===== config.mk =====
export PLATFORM = sky130hd
export DESIGN_NAME = tpct_ctrl
export DESIGN_NICKNAME = d
export VERILOG_FILES = /design/src/sv/tpct_pkg.sv /design/src/sv/tpct_ctrl.sv
export SDC_FILE = /design/constraint.sdc
export NUM_CORES = 1
export LEC_CHECK = 0
export CAP_MARGIN = 15
export CORE_AREA = 5 5 42 44
export CTS_CLUSTER_SIZE = 20
export DETAILED_ROUTE_END_ITERATION = 8
export DIE_AREA = 0 0 47 49
export DONT_BUFFER_PORTS = 1
export PLACE_DENSITY = 0.45
export SLEW_MARGIN = 20
export SYNTH_ARGS = -nofsm -noshare
export SYNTH_HDL_FRONTEND = slang
export SYNTH_SLANG_ARGS = --single-unit

===== constraint.sdc =====
create_clock -name clock -period 1.1 [get_ports clock]
set_input_delay 0.11 -clock clock [delete_from_list [all_inputs] [get_ports clock]]
set_output_delay 0.11 -clock clock [all_outputs]
set_load 0.005 [all_outputs]

===== src/sv/tpct_pkg.sv =====
// ----------------------------------------------------------------------------
// tpct_pkg
// Shared types and constants of the tag presence change tracker: payload
// layouts and the command and status groups between controller and datapath.
// ----------------------------------------------------------------------------
package tpct_pkg;

   localparam int ANT_FIELD_BITS = 2;
   localparam int TAG_FIELD_BITS = 64;

   typedef struct packed {
      logic [ANT_FIELD_BITS-1:0] antenna;
      logic                      has_tag;
      logic [TAG_FIELD_BITS-1:0] tag;
      logic                      end_of_scan;
   } req_payload_type;

   typedef struct packed {
      logic [ANT_FIELD_BITS-1:0] antenna_out;
      logic [TAG_FIELD_BITS-1:0] tag_out;
      logic                      event_res;
      logic                      overflow;
      logic                      last;
   } rsp_payload_type;

   localparam logic EVENT_ENTER = 1'b0;
   localparam logic EVENT_LEAVE = 1'b1;

   typedef struct packed {
      logic load;
      logic store;
      logic search;
      logic emit_enter;
      logic leave_skip;
      logic leave_read;
      logic emit_leave;
      logic finish;
   } cmd_type;

   typedef struct packed {
      logic drop;
      logic has_tag;
      logic end_of_scan;
      logic search_done;
      logic found;
      logic out_free;
      logic leave_done;
      logic leave_seen;
   } status_type;

endpackage


===== src/sv/tpct_ctrl.sv =====
// ----------------------------------------------------------------------------
// tpct_ctrl
// Sequencer of the tracker: takes a report, stores it, runs the search,
// emits the enter event, then walks the previous scan for leave events.
// ----------------------------------------------------------------------------
module tpct_ctrl (
   input  logic                 clock,
   input  logic                 reset,
   input  logic                 req_valid,
   output logic                 req_ready,
   input  tpct_pkg::status_type status,
   output tpct_pkg::cmd_type    cmd
);

   localparam logic [2:0] ST_IDLE       = 3'd0;
   localparam logic [2:0] ST_STORE      = 3'd1;
   localparam logic [2:0] ST_SEARCH     = 3'd2;
   localparam logic [2:0] ST_ENTER      = 3'd3;
   localparam logic [2:0] ST_LEAVE      = 3'd4;
   localparam logic [2:0] ST_LEAVE_EMIT = 3'd5;

   logic [2:0] state_ff;
   logic [2:0] state_in;

   assign req_ready = (state_ff == ST_IDLE);

   always_comb begin
      state_in = state_ff;
      cmd      = '0;
      unique case (state_ff)
         ST_IDLE: begin
            if (req_valid && !status.drop) begin
               cmd.load = 1'b1;
               state_in = ST_STORE;
            end
         end
         ST_STORE: begin
            cmd.store = 1'b1;
            state_in  = status.has_tag ? ST_SEARCH : ST_LEAVE;
         end
         ST_SEARCH: begin
            cmd.search = 1'b1;
            if (status.search_done) begin
               if (!status.found) begin
                  state_in = ST_ENTER;
               end else begin
                  state_in = status.end_of_scan ? ST_LEAVE : ST_IDLE;
               end
            end
         end
         ST_ENTER: begin
            if (status.out_free) begin
               cmd.emit_enter = 1'b1;
               state_in       = status.end_of_scan ? ST_LEAVE : ST_IDLE;
            end
         end
         ST_LEAVE: begin
            priority if (status.leave_done) begin
               cmd.finish = 1'b1;
               state_in   = ST_IDLE;
            end else if (status.leave_seen) begin
               cmd.leave_skip = 1'b1;
            end else begin
               cmd.leave_read = 1'b1;
               state_in       = ST_LEAVE_EMIT;
            end
         end
         ST_LEAVE_EMIT: begin
            if (status.out_free) begin
               cmd.emit_leave = 1'b1;
               state_in       = ST_LEAVE;
            end
         end
         default: begin
            state_in = ST_IDLE;
         end
      endcase
   end

   always_ff @(posedge clock) begin
      if (reset) begin
         state_ff <= ST_IDLE;
      end else begin
         state_ff <= state_in;
      end
   end

endmodule


# Yosys cells after proc, flatten, opt, wreduce, memory -nomap -nowiden
# Cells that the tools add are included.
# classes
eq_ne,10
mux,23
reduce_logical,4
# op_table
op,n
$mux 3,9
$pmux 3 s6,1
$mux 1,11
$eq 3x2->1 const B,2
$eq 3x3->1 const B,2
$ne 2x2->1 const B,3
$reduce_and 5->1,1
$mux 2,2
$eq 3x1->1 const B,1
$logic_not 3->1,1
$ne 3x3->1 const B,1
$ne 2x1->1 const B,1
$logic_and 1x1->1,1
$logic_not 1->1,1
# word_totals
ff_bits,3
in_bits,11
output_inout_bits,9
wordCells,38

# Depth between registers and ports, before layout
# logic_depth
depth_word,4
ltp_mapped,5
ltp_nobuf,4

# Least setup slack after synthesis
# No wires, ideal clock.
# synth_path
path_type,register -> register
startpoint,register state_ff[2]
endpoint,register state_ff[0]
arrival_ns,0.959
required_time_ns,1.027
slack_ns,0.068
path_stages_with_launch,6
n_path_buf,1
period_less_slack_ns,1.032
path_cell_list,dfxtp_1 buf_6 o21bai_1 a21oi_1 o21ai_1 o22ai_2
# synth_between
elab_chain_len,3
# synth_lines
element,line,text
"start, declared",tpct_ctrl.sv:22,logic [2:0] state_ff;
"start signal, assigned",tpct_ctrl.sv:84,state_ff <= state_in;
$eq 3x3->1 (tied with other cells),tpct_ctrl.sv:30,unique case (state_ff)
$ne 3x3->1 (no line) (tied with other cells),n/a,
$reduce_and 5->1 (no line),n/a,
# Several ways; a longest one is shown, not always the timed one.
# A chain may end at the register's enable or synchronous reset.

==> results.toml <==
[setup_path]
cp-start-kind = "flip-flop"
rr_endpoint = "state_ff[0]"
crit_arrival_ns = 1.00
crit_path_end_kind = "primary output"
cp_max_fo = 8
crit_type = "reg2out"
reg2reg_slack_ns = 0.04
timing.rr.start = "state_ff[2]"
required_ns = 0.99
crit_path_start = "state_ff[0]"
r2r_cells = 4

[sta]
slew_headroom_pct = 85.2
skew_ns = 0.0000257
setup_violations = 3
finalCritPeriodShare_pct = 101
rsz0062_at_grt = "yes"
hold_violations = 0
layout_setup_ws_ns = -0.0121
fmaxAchievable_ghz = 0.899
tightest_slew_ns = 0.221
maxSlewViolCount = 0
period_needed_ns = 1.11

[clock_tree]
clk_latency_ns = 0.23
cts_buffers = 3
root_buffer = "clkbuf_4"
clk_path_buf_depth = 2
path_clk_slew_ns = 0.04
clock-sinks = 3
cts_tree = "built"
cts_max_level = 1

[die]
rows = 14
ios = 20
die-area_sq_um = 2300
fp.dieW_um = 47
core_sq_um = 1400
die_h_um = 49
start_util_pct = 21.5

[synth]
syn_avg_cell_area_sq_um = 6.70
synthMuxAreaShare_pct = 0
synth-compound-area-share_pct = 30.3
synth-seq-cells = 3
synth_top_family_by_area = "simple AND/OR/NAND/NOR gates"
yosys.area_share.xor_xnor_pct = 0
ys_warn_count = 0
synth_area_sq_um = 302
syn_inst = 45
syn_nets = 56
synth_fa_ha_area_share_pct = 0
synth_area_leaders = "dfxtp_1, a21oi_1, nor2_1"
ys_seq_area_share_pct = 19.9
yosysUniqueCellTypes = 20
yosys.area_share.simple_pct = 40.7
synth_area_leader_cell = "dfxtp_1"
synth_top_area_share_pct = 19.9

[status]
status = "finished, violations left"
violations = "negative setup slack"

[routing]
highest_layer = "met3"
wl_met3_um = 123
routed-wl-met2_um = 491
routed_wirelength_um = 987
ant_nets = 0
vias = 390
vias_per_cell = 5.27
wl_met1_um = 372
route.detailed.drc = 0
dr.pass1.iters = 3
wl_per_cell_um = 13.3
drtIter0Drc = 3

[placement]
pre_cts_ws_ns = -0.0470
hpwlAfterDp_um = 712
gp_congestion = 0.723
port_buffers = 0

[grt]
grt_overflow = 0
grt_pass1_wl_mm = 1.59
grt_pass1_vias = 394
gr-usage-all-layers_pct = 9.70
antenna_found_initial = 0
grt_max_degree = 9

[final_layout]
layout_commonest_cell = "a21oi_1"
layout-drive-gt1-share_pct = 55.2
largest_reg_flops = 3
fin_util_pct = 40.4
antennaDiodeCount = 0
top_register = "state_ff"
top_regs = "state_ff x3"
nNetsFinal = 70
area_growth_pct = 87.6
most-common-layout-cells = "a21oi_1, nor2_1, buf_4, buf_6"

[power]
ir_worst_vdd_mv = 0.643
power_density_nw_per_um2 = 1310
leakage_nw = 0.194
power_uw = 740

[worst_hold_path]
min_from = "status[2]"
hold_path_end = "state_ff[0]"
hp-class = "in2reg"
hold_depth = 2

[run]
drv_cap = 0
## power by group
group	switching (mW)	internal, mW
clock network	0.0591	0.136
logic	0.180	0.194
registers	0.0400	0.131
total	0.279	0.461
## worst max-delay path by stage
stage                  end
2_1_floorplan  state_ff[0]
5_1_grt             cmd[3]
6_report            cmd[7]
3_3_place_gp   state_ff[0]
4_1_cts             cmd[0]
3_5_place_dp   state_ff[0]
## stage by stage
step	instances	instance area [sq um]	TNS [ns]	hold WS, ns
after floorplan	45	302	0	0.199
after global placement	66	358	-0.106	0.200
after detailed placement	66	358	-0.0665	0.202
after CTS	73	513	-0.0636	0.0170
after global routing	74	566	-0.387	0.0512
final	74	566	-0.0227	0.0650
## logic make-up after synthesis
group / Yosys count
and+or+nand+nor: 24
AOI/OAI and AO/OA: 14
buffers and inverters: 4
DFF: 3
## cell usage after synthesis
master    count
a21oi_1       8
buf_2         1
a211o_1       1
nor4_1        2
inv_2         1
nor3_1        4
nor2_1        8
a22o_1        1
and3b_1       1
nand3b_1      1
nor3b_1       1
nand2b_1      4
o221ai_1      1
o22ai_2       1
buf_4         1
dfxtp_1       3
nand2_1       3
o21bai_1      1
buf_6         1
o21ai_1       1
## timing repair
item,in CTS,in global routing
hold endpoints to repair,1,1
setup endpoints to repair,12,12
resized for setup,25,9
pin swaps,5,6
hold buffers,1,1
buffers inserted,2,0
## final cells by class
class / count / area, sq um
well taps: 16 / 20.0
inverters: 1 / 3.75
flip-flops and latches: 3 / 71.3
clock buffers: 4 / 26.3
fillers: 156 / 836
multi-input cells: 38 / 330
repair buffers: 12 / 114
## critical path: stages, from the launching register on
cell and delay [ns]:
dfxtp_4 0.37, buf_6 0.13, nor4_4 0.27
## routing by layer
| layer | global-route usage [%] | up-vias |
|---|---|---|
| met1 | 11.4 | 180 |
| met5 | 0 | - |
| met4 | 2.76 | 0 |
| met2 | 13.3 | 23 |
| li1 | - | 187 |
| met3 | 7.75 | 0 |
Note: power is estimated with default switching activity, not from simulation.
